<file path="src/sv/dsft_pkg.sv">
// shared types, constants and frame builder for the four-channel dshot transmitter
package dsft_pkg;

  // fixed geometry
  localparam int MOTOR_COUNT = 4;
  localparam int SLOT_W      = 5;
  localparam int COUNT_W     = 16;
  localparam int VALUE_W     = 11;
  localparam int FRAME_W     = 16;
  localparam int CFG_IDX_W   = 3;
  localparam int CFG_DATA_W  = 16;

  // configuration register indexes
  localparam logic [CFG_IDX_W-1:0] CFG_PRESCALE   = 3'd0;
  localparam logic [CFG_IDX_W-1:0] CFG_BIT_PERIOD = 3'd1;
  localparam logic [CFG_IDX_W-1:0] CFG_ONE_HIGH   = 3'd2;
  localparam logic [CFG_IDX_W-1:0] CFG_ZERO_HIGH  = 3'd3;
  localparam logic [CFG_IDX_W-1:0] CFG_TELEMETRY  = 3'd4;

  // register reset values
  localparam logic [7:0]         PRESCALE_RST   = 8'd7;
  localparam logic [COUNT_W-1:0] BIT_PERIOD_RST = 16'd34;
  localparam logic [COUNT_W-1:0] ONE_HIGH_RST   = 16'd26;
  localparam logic [COUNT_W-1:0] ZERO_HIGH_RST  = 16'd13;

  // input word
  typedef struct packed {
    logic               req_type;
    logic [VALUE_W-1:0] motor_value_1;
    logic [VALUE_W-1:0] motor_value_2;
    logic [VALUE_W-1:0] motor_value_3;
    logic [VALUE_W-1:0] motor_value_4;
  } in_word_t;

  // result word
  typedef struct packed {
    logic pin_1;
    logic pin_2;
    logic pin_3;
    logic pin_4;
    logic busy_res;
  } out_word_t;

  // timebase position shared by all lanes
  typedef struct packed {
    logic               sending;
    logic [SLOT_W-1:0]  slot;
    logic [COUNT_W-1:0] count;
  } tb_state_t;

  // value, telemetry bit, then xor of the three nibbles
  function automatic logic [FRAME_W-1:0] build_frame(input logic [VALUE_W-1:0] value,
                                                     input logic telem);
    logic [11:0] word;
    logic [3:0]  csum;
    word = {value, telem};
    csum = word[3:0] ^ word[7:4] ^ word[11:8];
    return {word, csum};
  endfunction

endpackage

</file>
<file path="src/sv/dsft_timebase.sv">
// shared prescaler, bit period counter and slot counter
module dsft_timebase #(
  parameter int FRAME_SLOTS = 18
) (
  input  logic                       clk,
  input  logic                       rst_n,
  input  logic                       load,
  input  logic                       tick,
  input  logic [7:0]                 prescale,
  input  logic [dsft_pkg::COUNT_W-1:0] bit_period,
  output dsft_pkg::tb_state_t        state_nxt
);
  import dsft_pkg::*;

  localparam logic [SLOT_W:0] SLOT_END = (SLOT_W+1)'(FRAME_SLOTS);

  logic [7:0]         pre_cnt_r, pre_cnt_nxt;
  logic [COUNT_W-1:0] per_cnt_r, per_cnt_nxt;
  logic [SLOT_W-1:0]  slot_r, slot_nxt;
  logic               sending_r, sending_nxt;
  logic [SLOT_W:0]    slot_inc;

  assign slot_inc = {1'b0, slot_r} + {{SLOT_W{1'b0}}, 1'b1};

  // next timebase position
  always_comb begin
    pre_cnt_nxt = pre_cnt_r;
    per_cnt_nxt = per_cnt_r;
    slot_nxt    = slot_r;
    sending_nxt = sending_r;
    if (load) begin
      pre_cnt_nxt = '0;
      per_cnt_nxt = '0;
      slot_nxt    = '0;
      sending_nxt = 1'b1;
    end else if (tick && sending_r) begin
      if (pre_cnt_r >= prescale) begin
        pre_cnt_nxt = '0;
        if (per_cnt_r >= bit_period) begin
          per_cnt_nxt = '0;
          if (slot_inc >= SLOT_END) begin
            slot_nxt    = '0;
            sending_nxt = 1'b0;
          end else begin
            slot_nxt = slot_inc[SLOT_W-1:0];
          end
        end else begin
          per_cnt_nxt = per_cnt_r + 1'b1;
        end
      end else begin
        pre_cnt_nxt = pre_cnt_r + 1'b1;
      end
    end
  end

  // counter registers
  always_ff @(posedge clk) begin
    if (!rst_n) begin
      pre_cnt_r <= '0;
      per_cnt_r <= '0;
      slot_r    <= '0;
      sending_r <= 1'b0;
    end else begin
      pre_cnt_r <= pre_cnt_nxt;
      per_cnt_r <= per_cnt_nxt;
      slot_r    <= slot_nxt;
      sending_r <= sending_nxt;
    end
  end

  assign state_nxt = '{sending: sending_nxt, slot: slot_nxt, count: per_cnt_nxt};

endmodule

</file>
<file path="src/sv/dsft_lane.sv">
// one motor lane: frame register and pwm compare
module dsft_lane (
  input  logic                         clk,
  input  logic                         load,
  input  logic [dsft_pkg::VALUE_W-1:0] throttle,
  input  logic                         telem,
  input  logic [dsft_pkg::COUNT_W-1:0] one_high,
  input  logic [dsft_pkg::COUNT_W-1:0] zero_high,
  input  dsft_pkg::tb_state_t          state_nxt,
  output logic                         pin_nxt
);
  import dsft_pkg::*;

  logic [FRAME_W-1:0] frame_r, frame_nxt;
  logic               data_slot;
  logic               frame_bit;
  logic [COUNT_W-1:0] compare;

  assign frame_nxt = load ? build_frame(throttle, telem) : frame_r;

  // frame held until the next load
  always_ff @(posedge clk) begin
    frame_r <= frame_nxt;
  end

  // msb first: slot n sends bit 15-n
  assign data_slot = !state_nxt.slot[SLOT_W-1];
  assign frame_bit = frame_nxt[~state_nxt.slot[3:0]];
  assign compare   = frame_bit ? one_high : zero_high;
  assign pin_nxt   = state_nxt.sending && data_slot && (state_nxt.count < compare);

endmodule

</file>
<file path="src/sv/dshot_four_channel_transmitter.sv">
// top level of the four-channel dshot transmitter
//
// Input channel (in_valid/in_stall/in_data): each word is either a tick
// (req_type 0), one clock of the bit timebase, or a load (req_type 1) that
// latches four 11-bit motor values, builds their 16-bit frames and restarts
// transmission at slot 0. One word is taken per cycle when not stalled.
// Result channel (out_valid/out_stall/out_data): exactly one word per input
// word, in order, giving the four pin levels and busy_res after that word.
// Each result is registered in the output register. Throughput is one word
// per cycle while out_stall is low; a two-entry output buffer lets one more
// word enter while a result is stalled, after which in_stall rises until
// the receiver drains. Config port (cfg_valid/cfg_ready/cfg_index/cfg_data)
// is always ready; writes take effect on the next word. Unknown indexes are
// dropped. Reset (rst_n low, synchronous) restores register defaults, idles
// the line and empties the output buffer.
module dshot_four_channel_transmitter #(
  parameter int FRAME_SLOTS = 18
) (
  input  logic                            clk,
  input  logic                            rst_n,
  input  logic                            in_valid,
  output logic                            in_stall,
  input  dsft_pkg::in_word_t              in_data,
  output logic                            out_valid,
  input  logic                            out_stall,
  output dsft_pkg::out_word_t             out_data,
  input  logic                            cfg_valid,
  output logic                            cfg_ready,
  input  logic [dsft_pkg::CFG_IDX_W-1:0]  cfg_index,
  input  logic [dsft_pkg::CFG_DATA_W-1:0] cfg_data
);
  import dsft_pkg::*;

  logic [7:0]         prescale_r;
  logic [COUNT_W-1:0] bit_period_r, one_high_r, zero_high_r;
  logic               telem_r;

  logic               in_fire, load, tick;
  tb_state_t          tb_nxt;
  logic [VALUE_W-1:0] motor_val [MOTOR_COUNT];
  logic [MOTOR_COUNT-1:0] pins;
  out_word_t          res;

  out_word_t          out_r, skid_r;
  logic               out_valid_r, skid_valid_r;

  // configuration registers
  assign cfg_ready = 1'b1;

  always_ff @(posedge clk) begin
    if (!rst_n) begin
      prescale_r   <= PRESCALE_RST;
      bit_period_r <= BIT_PERIOD_RST;
      one_high_r   <= ONE_HIGH_RST;
      zero_high_r  <= ZERO_HIGH_RST;
      telem_r      <= 1'b0;
    end else if (cfg_valid && cfg_ready) begin
      case (cfg_index)
        CFG_PRESCALE:   prescale_r   <= cfg_data[7:0];
        CFG_BIT_PERIOD: bit_period_r <= cfg_data;
        CFG_ONE_HIGH:   one_high_r   <= cfg_data;
        CFG_ZERO_HIGH:  zero_high_r  <= cfg_data;
        CFG_TELEMETRY:  telem_r      <= cfg_data[0];
        default: ;
      endcase
    end
  end

  // input decode
  assign in_fire = in_valid && !in_stall;
  assign load    = in_fire && in_data.req_type;
  assign tick    = in_fire && !in_data.req_type;

  assign motor_val[0] = in_data.motor_value_1;
  assign motor_val[1] = in_data.motor_value_2;
  assign motor_val[2] = in_data.motor_value_3;
  assign motor_val[3] = in_data.motor_value_4;

  dsft_timebase #(
    .FRAME_SLOTS(FRAME_SLOTS)
  ) u_timebase (
    .clk       (clk),
    .rst_n     (rst_n),
    .load      (load),
    .tick      (tick),
    .prescale  (prescale_r),
    .bit_period(bit_period_r),
    .state_nxt (tb_nxt)
  );

  // one lane per motor
  for (genvar m = 0; m < MOTOR_COUNT; m++) begin : g_lane
    dsft_lane u_lane (
      .clk        (clk),
      .load       (load),
      .throttle   (motor_val[m]),
      .telem      (telem_r),
      .one_high   (one_high_r),
      .zero_high  (zero_high_r),
      .state_nxt  (tb_nxt),
      .pin_nxt    (pins[m])
    );
  end

  // merge lane pins with busy flag
  assign res = '{pin_1: pins[0], pin_2: pins[1], pin_3: pins[2], pin_4: pins[3],
                 busy_res: tb_nxt.sending};

  // output register plus skid entry
  always_ff @(posedge clk) begin
    if (!rst_n) begin
      out_valid_r  <= 1'b0;
      skid_valid_r <= 1'b0;
    end else if (!out_valid_r || !out_stall) begin
      if (skid_valid_r) begin
        out_r        <= skid_r;
        out_valid_r  <= 1'b1;
        skid_valid_r <= 1'b0;
      end else begin
        out_r       <= res;
        out_valid_r <= in_fire;
      end
    end else if (in_fire) begin
      skid_r       <= res;
      skid_valid_r <= 1'b1;
    end
  end

  assign in_stall  = skid_valid_r;
  assign out_valid = out_valid_r;
  assign out_data  = out_r;

endmodule

</file>
<file path="config.mk">
export PLATFORM = sky130hd
export DESIGN_NAME = dshot_four_channel_transmitter
export DESIGN_NICKNAME = d
export VERILOG_FILES = /design/src/sv/dsft_pkg.sv /design/src/sv/dsft_timebase.sv /design/src/sv/dsft_lane.sv /design/src/sv/dshot_four_channel_transmitter.sv
export SDC_FILE = /design/constraint.sdc
export NUM_CORES = 1
export LEC_CHECK = 0
export BUFFER_PORTS_ARGS = -buffer_cell sky130_fd_sc_hd__buf_2
export CAP_MARGIN = 20
export CORE_ASPECT_RATIO = 1.75
export CORE_MARGIN = 2
export CORE_UTILIZATION = 55
export CTS_CLUSTER_SIZE = 30
export DETAILED_ROUTE_END_ITERATION = 10
export PLACE_DENSITY = 0.82
export SETUP_SLACK_MARGIN = 0.1
export SYNTH_ARGS = -nofsm -noshare
export SYNTH_HDL_FRONTEND = slang
export SYNTH_SLANG_ARGS = --single-unit
</file>
<file path="constraint.sdc">
create_clock -name clk -period 4.8 [get_ports clk]
set_input_delay 0.48 -clock clk [delete_from_list [all_inputs] [get_ports clk]]
set_output_delay 0.48 -clock clk [all_outputs]
set_load 0.02 [all_outputs]
</file>
==> results of run 1 <==
-- worst register-to-register path, cell delays in order (launching register included) --
cell and delay (ns):
sky130_fd_sc_hd__dfxtp_1 0.42, sky130_fd_sc_hd__ha_4 0.24, sky130_fd_sc_hd__and3_4 0.17, sky130_fd_sc_hd__a221o_1 0.36, sky130_fd_sc_hd__o2bb2ai_4 0.17, sky130_fd_sc_hd__nor3_4 0.22
sky130_fd_sc_hd__buf_6 0.13, sky130_fd_sc_hd__o211ai_1 0.14, sky130_fd_sc_hd__nor2_2 0.23, sky130_fd_sc_hd__buf_4 0.18, sky130_fd_sc_hd__mux2i_2 0.24, sky130_fd_sc_hd__a221oi_2 0.09
sky130_fd_sc_hd__a31o_1 0.24, sky130_fd_sc_hd__mux2_4 0.33, sky130_fd_sc_hd__mux2i_2 0.17, sky130_fd_sc_hd__ha_1 0.32, sky130_fd_sc_hd__a21o_1 0.20, sky130_fd_sc_hd__a21o_1 0.18
sky130_fd_sc_hd__a21oi_2 0.12, sky130_fd_sc_hd__nor2b_1 0.05, sky130_fd_sc_hd__o21ai_1 0.15, sky130_fd_sc_hd__nand2b_1 0.10, sky130_fd_sc_hd__a21o_1 0.17, sky130_fd_sc_hd__a21oi_2 0.11
sky130_fd_sc_hd__nand2_1 0.07, sky130_fd_sc_hd__inv_2 0.08, sky130_fd_sc_hd__o211a_1 0.15, sky130_fd_sc_hd__mux2_4 0.14
-- power by group through the flow --
stage	clock, mW	sequential (mW)	combinational [mW]
final	1.39	1.52	0.633
after global routing	1.45	1.53	0.678
after CTS	1.39	1.52	0.568
after detailed placement	0	1.55	0.516
after global placement	0	1.54	0.498
after floorplan	0	1.53	0.331
-- worst paths after layout --
check | from | endpoint | slack (ns) | depth (start not counted)
max reg2reg | u_timebase.per_cnt_r[7] | out_data[1] | -0.51 | 27
min | in_data[27] | g_lane[1].u_lane.frame_r[10] | 0.25 | 3
min reg2reg | g_lane[2].u_lane.frame_r[7] | g_lane[2].u_lane.frame_r[7] | 0.44 | 2
max | u_timebase.per_cnt_r[7] | out_data[1] | -0.51 | 27
-- kinds of logic after synthesis --
family | Yosys count | synth area share (%)
and+or+nand+nor | 528 | 23.7
AOI/OAI and AO/OA | 220 | 15.0
DFF | 163 | 33.8
adders and majority gates | 88 | 11.1
muxes | 87 | 9.02
buffers and inverters | 86 | 3.69
xor gates and xnor gates | 41 | 3.61
other | 1 | 0.0377
-- flip-flops by register name, summed over array words and instances (netlist names), 5 cells and up --
| register | count |
|---|---|
| g_lane.u_lane.frame_r | 64 |
| bit_period_r | 16 |
| one_high_r | 16 |
| u_timebase.per_cnt_r | 16 |
| zero_high_r | 16 |
| prescale_r | 8 |
| u_timebase.pre_cnt_r | 8 |
| out_data | 5 |
| skid_r | 5 |
| u_timebase.slot_r | 5 |
-- final cells by class --
class,count,share of cell area (%)
Inverter,33,0.962
Multi-Input combinational cell,965,51.9
Sequential cell,163,26.2
Clock buffer,18,3.41
Tap cell,234,2.27
Timing Repair Buffer,245,14.1
Clock inverter,14,1.14
-- repair_timing --
| action | CTS | global route |
|---|---|---|
| gates resized for setup | 62 | 65 |
| pin swaps | 49 | 38 |
| hold endpoints to repair | 0 | 0 |
| buffers inserted | 23 | 16 |
| setup endpoints to repair | 8 | 8 |
| cloned | 1 | 0 |
-- cell usage after synthesis, types with 10 or more instances --
cell	count	area, um^2
sky130_fd_sc_hd__a21o_1	14	105
sky130_fd_sc_hd__inv_1	33	124
sky130_fd_sc_hd__a21oi_1	39	195
sky130_fd_sc_hd__edfxtp_1	10	300
sky130_fd_sc_hd__nor2_1	48	180
sky130_fd_sc_hd__mux2i_1	79	791
sky130_fd_sc_hd__o21ai_0	59	295
sky130_fd_sc_hd__nor2b_1	11	68.8
sky130_fd_sc_hd__and3_1	17	106
sky130_fd_sc_hd__nand2b_1	11	68.8
sky130_fd_sc_hd__nand2_1	328	1230
sky130_fd_sc_hd__nand3_1	31	155
sky130_fd_sc_hd__ha_1	88	1100
sky130_fd_sc_hd__xor2_1	23	201
sky130_fd_sc_hd__nand4_1	22	138
sky130_fd_sc_hd__and2_1	20	125
sky130_fd_sc_hd__a21boi_0	46	345
sky130_fd_sc_hd__xnor2_1	18	158
sky130_fd_sc_hd__dfxtp_1	153	3060
sky130_fd_sc_hd__clkbuf_1	36	135
-- metal layers --
layer  part of all wire (%)  global-route usage (%)  up-vias
met2                     50                    59.0      607
met5                   0.13                       0        -
met3                    7.1                    5.92      259
li1                       -                       -     4640
met4                     10                    25.3        2
met1                     33                    33.1     4798
-- stage by stage --
step / setup TNS (ns) / std cells / total power [mW] / setup slack (ns)
2_1_floorplan: -0.733 / 1214 / 1.86 / -0.311
3_3_place_gp: -2.24 / 1599 / 2.04 / -0.467
3_5_place_dp: -3.30 / 1599 / 2.06 / -0.612
4_1_cts: -1.10 / 1655 / 3.48 / -0.224
5_1_grt: -5.03 / 1672 / 3.66 / -0.743
6_report: -3.49 / 1672 / 3.55 / -0.510
==> run_summary.xml, run 1 <==
<?xml version="1.0" encoding="UTF-8"?>
<metrics>
  <group name="yosys">
    <metric name="syn-cell-area" unit="um^2">9940</metric>
    <metric name="number_of_flops_mapped_to_enable_cells_by_yosys" unit="">10</metric>
    <metric name="synth.ff_latch_count" unit="">163</metric>
    <metric name="synth_flop_cell" unit="">sky130_fd_sc_hd__dfxtp_1</metric>
    <metric name="yosysUniqueCellTypes" unit="">74</metric>
    <metric name="synth_seq_area_share" unit="%">33.8</metric>
    <metric name="ys.warnings.count" unit="">0</metric>
    <metric name="postSynth.asyncResetShare" unit="%">0</metric>
    <metric name="netlist_instances" unit="">1214</metric>
    <metric name="syn_avg_cell_area" unit="um^2">8.18</metric>
    <metric name="synth.net_count" unit="">1371</metric>
  </group>
  <group name="route">
    <metric name="postRouteWirelength" unit="um">33900</metric>
    <metric name="route.detailed.drc" unit="">0</metric>
    <metric name="initialDrtViolationCount" unit="">920</metric>
    <metric name="wirelength_per_cell" unit="um">20.3</metric>
    <metric name="route.detailed.vias_per_inst" unit="">6.16</metric>
    <metric name="number_of_vias_after_detailed_routing" unit="">10300</metric>
    <metric name="first_pass_iters" unit="">6</metric>
    <metric name="drtAntennaViolNets" unit="">0</metric>
  </group>
  <group name="outcome">
    <metric name="status" unit="">finished, violations left</metric>
    <metric name="failing_checks" unit="">setup timing</metric>
  </group>
  <group name="power_and_ir_drop">
    <metric name="pwr-share-comb" unit="%">17.8</metric>
    <metric name="sequentialPowerShare" unit="%">43.0</metric>
    <metric name="power.static_leakage" unit="nW">5.91</metric>
    <metric name="ir_drop" unit="V">0.000243</metric>
    <metric name="share_clk_of_total_power" unit="%">39.2</metric>
    <metric name="total_switching_power" unit="mW">1.05</metric>
    <metric name="cellPowerDensity" unit="nW/um^2">275</metric>
    <metric name="internal_pwr_total" unit="mW">2.50</metric>
    <metric name="sw_frac_of_total" unit="%">29.5</metric>
  </group>
  <group name="clock_network">
    <metric name="htree_levels" unit="">4</metric>
    <metric name="cts.reportedPaths.clkPinSlew" unit="ns">0.08</metric>
    <metric name="clk_path_buf_depth" unit="">2</metric>
    <metric name="tritoncts.num_buffers" unit="">17</metric>
    <metric name="clock_insertion_delay_worst_skew" unit="ns">0.45</metric>
    <metric name="cts.hold.buffers_added" unit="">0</metric>
    <metric name="cts_tree" unit="">built</metric>
    <metric name="cts.root.buffer_cell" unit="">sky130_fd_sc_hd__clkbuf_16</metric>
    <metric name="clock_sinks" unit="">163</metric>
  </group>
  <group name="layout">
    <metric name="layout_commonest_cell" unit="">sky130_fd_sc_hd__nand2_1</metric>
    <metric name="layout.area.seq" unit="um^2">3380</metric>
    <metric name="area_occupied_by_multi_input_gates" unit="um^2">6680</metric>
    <metric name="utilization" unit="%">72.0</metric>
    <metric name="final_design_area_no_fill" unit="um^2">12900</metric>
    <metric name="diodes" unit="">0</metric>
    <metric name="area.growth.synth_to_final" unit="%">29.6</metric>
    <metric name="fill_cells" unit="">1231</metric>
    <metric name="layout.nets" unit="">1582</metric>
    <metric name="drive_above_1_share" unit="%">27.1</metric>
    <metric name="mostFrequentLayoutCells" unit="">sky130_fd_sc_hd__nand2_1 (322), sky130_fd_sc_hd__buf_4 (144), sky130_fd_sc_hd__dfxtp_1 (141)</metric>
  </group>
  <group name="global_route">
    <metric name="antenna_found_initial" unit="">0</metric>
    <metric name="track_usage" unit="%">32.9</metric>
    <metric name="grt_max_degree" unit="">66</metric>
    <metric name="grt_overflow" unit="">0</metric>
    <metric name="grt_pass1_vias" unit="">10100</metric>
    <metric name="first_pass_grt_wire_length" unit="um">50000</metric>
  </group>
  <group name="worst_setup_path">
    <metric name="critPathCaptureType" unit="">flop</metric>
    <metric name="cp_data_required_time" unit="ns">5.12</metric>
    <metric name="cp.arrival" unit="ns">5.63</metric>
    <metric name="timing.critical_path.buf_inv" unit="">3</metric>
    <metric name="worstPathMaxFanout" unit="">4</metric>
    <metric name="timing.critical_path.from_type" unit="">flop</metric>
    <metric name="worst_path_dominant_cell_family" unit="">compound AO/OA/AOI/OAI gates</metric>
    <metric name="slowest_cell_on_the_critical_path" unit="">sky130_fd_sc_hd__dfxtp_1</metric>
    <metric name="max_stage_delay" unit="ns">0.42</metric>
    <metric name="cp_common_cell" unit="">sky130_fd_sc_hd__a21o_1</metric>
    <metric name="worstSetupPathType" unit="">reg2reg</metric>
  </group>
  <group name="timing">
    <metric name="rsz0062_at_grt" unit="">true</metric>
    <metric name="timing.final.max_slew_violations" unit="">0</metric>
    <metric name="top_achievable_clock_speed" unit="MHz">188</metric>
    <metric name="finalCritPeriodShare" unit="%">111</metric>
    <metric name="setup_viol" unit="">8</metric>
    <metric name="finalWorstPathRequiredPeriod" unit="ns">5.31</metric>
    <metric name="headroom_to_the_max_slew_limit" unit="%">34.7</metric>
    <metric name="finClkSkew" unit="ns">0.0175</metric>
    <metric name="worst_pin_slew" unit="ns">0.970</metric>
    <metric name="finalHoldWorstSlack" unit="ns">0.247</metric>
    <metric name="smallest_setup_slack_after_layout" unit="ns">-0.510</metric>
    <metric name="final-hold-violation-count" unit="">0</metric>
  </group>
  <group name="flow_run">
    <metric name="maxCapViolCount" unit="">0</metric>
  </group>
  <group name="floorplan">
    <metric name="ports" unit="">77</metric>
    <metric name="vert_die_dim" unit="um">182</metric>
    <metric name="core" unit="um^2">17900</metric>
    <metric name="start_util" unit="%">55.5</metric>
    <metric name="die_w" unit="um">106</metric>
    <metric name="core.rowCount" unit="">65</metric>
    <metric name="dieArea" unit="um^2">19200</metric>
  </group>
  <group name="placed_design">
    <metric name="detailedPlacementHpwl" unit="um">21700</metric>
    <metric name="post_dp_cell_area" unit="um^2">11400</metric>
    <metric name="globalplace.congestion" unit="">0.976</metric>
    <metric name="number_of_buffers_inserted_by_port_buffering" unit="">75</metric>
  </group>
  <group name="worst_hold_path">
    <metric name="min_path_type" unit="">in2reg</metric>
  </group>
</metrics>
Power figures use the tool's default switching activity.
==> inputs of run 2 (changes only) <==
Settings changed: PLACE_DENSITY 0.82 to 0.79.
Clock period 4.8 ns to 6 ns, I/O delays scaled along.
==> run 2 against run 1 <==
The flow now finishes without violations. Global-route usage shrank 4.3 points. Core utilization shrank 8.9 points. Die area is the same. Count of clock-buffer cells in the layout grew 3. Combinational power shrank 39%. Register-to-register slack gained 0.93 ns. Total power shrank 23%. First-iteration DRC count shrank 48%. Fmax shrank 4.8%. Clock power shrank 20%. Hold slack gained 0.12 ns. Critical path type unchanged. Critical endpoint is now out_data[2].
==> run_summary.xml, run 2 (same netlist as run 1, synthesis figures left out) <==
<?xml version="1.0" encoding="UTF-8"?>
<metrics>
  <group name="outcome">
    <metric name="status" unit="">finished, final reports clean</metric>
  </group>
  <group name="layout">
    <metric name="largest_register_ff_count" unit="">64</metric>
    <metric name="mostFrequentLayoutCells" unit="">sky130_fd_sc_hd__nand2_1 (326), sky130_fd_sc_hd__dfxtp_1 (151), sky130_fd_sc_hd__ha_1 (88)</metric>
    <metric name="layout.nets" unit="">1448</metric>
    <metric name="largest_register" unit="">g_lane.u_lane.frame_r</metric>
    <metric name="area.growth.synth_to_final" unit="%">13.7</metric>
    <metric name="diodes" unit="">0</metric>
    <metric name="fill_cells" unit="">1611</metric>
    <metric name="drive_above_1_share" unit="%">13.4</metric>
    <metric name="layout_commonest_cell" unit="">sky130_fd_sc_hd__nand2_1</metric>
  </group>
  <group name="route">
    <metric name="wirelength_per_cell" unit="um">17.6</metric>
    <metric name="route.detailed.vias_per_inst" unit="">5.81</metric>
    <metric name="first_pass_iters" unit="">5</metric>
    <metric name="drtAntennaViolNets" unit="">0</metric>
    <metric name="route.detailed.drc" unit="">0</metric>
    <metric name="postRouteWirelength" unit="um">27000</metric>
    <metric name="initialDrtViolationCount" unit="">476</metric>
    <metric name="number_of_vias_after_detailed_routing" unit="">8929</metric>
  </group>
  <group name="timing">
    <metric name="headroom_to_the_max_slew_limit" unit="%">31.1</metric>
    <metric name="finClkSkew" unit="ns">0.00825</metric>
    <metric name="timing.final.max_slew_violations" unit="">0</metric>
    <metric name="rsz0062_at_grt" unit="">false</metric>
    <metric name="setup_viol" unit="">0</metric>
    <metric name="setup-tns-final" unit="ns">0</metric>
    <metric name="top_achievable_clock_speed" unit="MHz">179</metric>
    <metric name="worst_pin_slew" unit="ns">1.02</metric>
    <metric name="final-hold-violation-count" unit="">0</metric>
    <metric name="finalCritPeriodShare" unit="%">93.0</metric>
    <metric name="smallest_setup_slack_after_layout" unit="ns">0.423</metric>
    <metric name="finalWorstPathRequiredPeriod" unit="ns">5.58</metric>
  </group>
  <group name="worst_setup_path">
    <metric name="timing.critical_path.from_type" unit="">flop</metric>
    <metric name="regToRegSetupSlack" unit="ns">0.42</metric>
    <metric name="cp_data_required_time" unit="ns">6.26</metric>
    <metric name="critPathCaptureType" unit="">flop</metric>
    <metric name="cp.arrival" unit="ns">5.84</metric>
    <metric name="worstSetupPathType" unit="">reg2reg</metric>
    <metric name="worstPathMaxFanout" unit="">9</metric>
  </group>
  <group name="clock_network">
    <metric name="cts.hold.buffers_added" unit="">0</metric>
    <metric name="htree_levels" unit="">4</metric>
    <metric name="cts.root.buffer_cell" unit="">sky130_fd_sc_hd__clkbuf_16</metric>
    <metric name="clock_insertion_delay_worst_skew" unit="ns">0.44</metric>
    <metric name="cts_tree" unit="">built</metric>
    <metric name="clk_path_buf_depth" unit="">2</metric>
    <metric name="tritoncts.num_buffers" unit="">17</metric>
    <metric name="clock_sinks" unit="">163</metric>
    <metric name="cts.reportedPaths.clkPinSlew" unit="ns">0.07</metric>
  </group>
  <group name="floorplan">
    <metric name="dieArea" unit="um^2">19200</metric>
    <metric name="ports" unit="">77</metric>
    <metric name="die_w" unit="um">106</metric>
    <metric name="core.rowCount" unit="">65</metric>
    <metric name="vert_die_dim" unit="um">182</metric>
    <metric name="start_util" unit="%">55.5</metric>
    <metric name="core" unit="um^2">17900</metric>
  </group>
  <group name="placed_design">
    <metric name="number_of_buffers_inserted_by_port_buffering" unit="">75</metric>
    <metric name="detailedPlacementHpwl" unit="um">20500</metric>
    <metric name="globalplace.congestion" unit="">0.947</metric>
    <metric name="place_ws" unit="ns">0.152</metric>
  </group>
  <group name="worst_hold_path">
    <metric name="min_path_type" unit="">in2reg</metric>
  </group>
  <group name="global_route">
    <metric name="grt_pass1_vias" unit="">8900</metric>
    <metric name="first_pass_grt_wire_length" unit="um">43400</metric>
    <metric name="grt_max_degree" unit="">80</metric>
    <metric name="grt_overflow" unit="">0</metric>
    <metric name="antenna_found_initial" unit="">0</metric>
    <metric name="track_usage" unit="%">28.6</metric>
  </group>
  <group name="flow_run">
    <metric name="maxCapViolCount" unit="">0</metric>
  </group>
  <group name="power_and_ir_drop">
    <metric name="power.static_leakage" unit="nW">5.10</metric>
    <metric name="cellPowerDensity" unit="nW/um^2">240</metric>
    <metric name="ir_drop" unit="V">0.000208</metric>
  </group>
</metrics>
-- run 2: worst max-delay path: stages (launching register included) --
cell and delay, ns:
sky130_fd_sc_hd__dfxtp_1 0.39, sky130_fd_sc_hd__ha_1 0.32, sky130_fd_sc_hd__a21oi_1 0.06, sky130_fd_sc_hd__o21ai_0 0.79, sky130_fd_sc_hd__nor3_4 0.09, sky130_fd_sc_hd__or4_1 0.55
sky130_fd_sc_hd__and2_2 0.30, sky130_fd_sc_hd__buf_4 0.17, sky130_fd_sc_hd__a221oi_2 0.26, sky130_fd_sc_hd__a21oi_1 0.12, sky130_fd_sc_hd__mux2i_4 0.28, sky130_fd_sc_hd__mux2i_1 0.24
sky130_fd_sc_hd__ha_1 0.27, sky130_fd_sc_hd__a21o_1 0.18, sky130_fd_sc_hd__a21oi_1 0.13, sky130_fd_sc_hd__nor2b_1 0.05, sky130_fd_sc_hd__o21ai_0 0.14, sky130_fd_sc_hd__nand2b_1 0.10
sky130_fd_sc_hd__a21oi_1 0.15, sky130_fd_sc_hd__nor2b_1 0.06, sky130_fd_sc_hd__o21ai_0 0.15, sky130_fd_sc_hd__and3_2 0.24, sky130_fd_sc_hd__and3b_1 0.17, sky130_fd_sc_hd__a21oi_1 0.04
sky130_fd_sc_hd__o21ai_1 0.14
-- run 2: metal layers --
metal  share of wire [%]  wire length, um  global-route usage [%]  up-vias
li1                    -                -                       -     4368
met1                  37            10000                    29.2     4187
met2                  51            13900                    52.0      276
met3                 3.9             1060                    4.27       98
met4                 7.5             2020                    20.6        0
met5                   0                0                       0        -
-- run 2: worst paths after layout --
kind	from	end	cells past startpoint
max	u_timebase.per_cnt_r[13]	out_data[2]	24
min	in_data[25]	g_lane[1].u_lane.frame_r[8]	3
max reg2reg	u_timebase.per_cnt_r[13]	out_data[2]	24
min reg2reg	g_lane[2].u_lane.frame_r[7]	g_lane[2].u_lane.frame_r[7]	2
-- run 2: area by class of cell --
cell class / count / area [um^2] / area share [%]
Sequential cell: 163 / 3370 / 29.8
Tap cell: 234 / 293 / 2.59
Timing Repair Buffer: 111 / 649 / 5.75
Multi-Input combinational cell: 965 / 6270 / 55.5
Clock inverter: 10 / 124 / 1.10
Inverter: 33 / 124 / 1.10
Clock buffer: 21 / 472 / 4.18
-- run 2: per-stage QoR --
stage / util, % / hold slack [ns] / std cells / power [mW] / instance area, um^2
after CTS: 62.6 / 0.360 / 1533 / 2.72 / 11200
after detailed placement: 59.3 / 0.432 / 1502 / 1.62 / 10600
final: 63.1 / 0.371 / 1537 / 2.72 / 11300
after global placement: 59.3 / 0.426 / 1502 / 1.60 / 10600
after floorplan: - / 0.413 / 1214 / 1.49 / 9940
after global routing: 63.1 / 0.380 / 1537 / 2.81 / 11300
-- run 2: timing repair --
action,in CTS,in global routing
setup endpoints to repair,0,7
buffers inserted,0,3
gates resized for setup,0,17
-- run 2: power by group --
part	internal [mW]	leakage, nW	switching [mW]	total (mW)
combinational	0.160	3.47	0.226	0.386
clock	0.650	0.279	0.462	1.11
sequential	1.17	1.35	0.0448	1.22
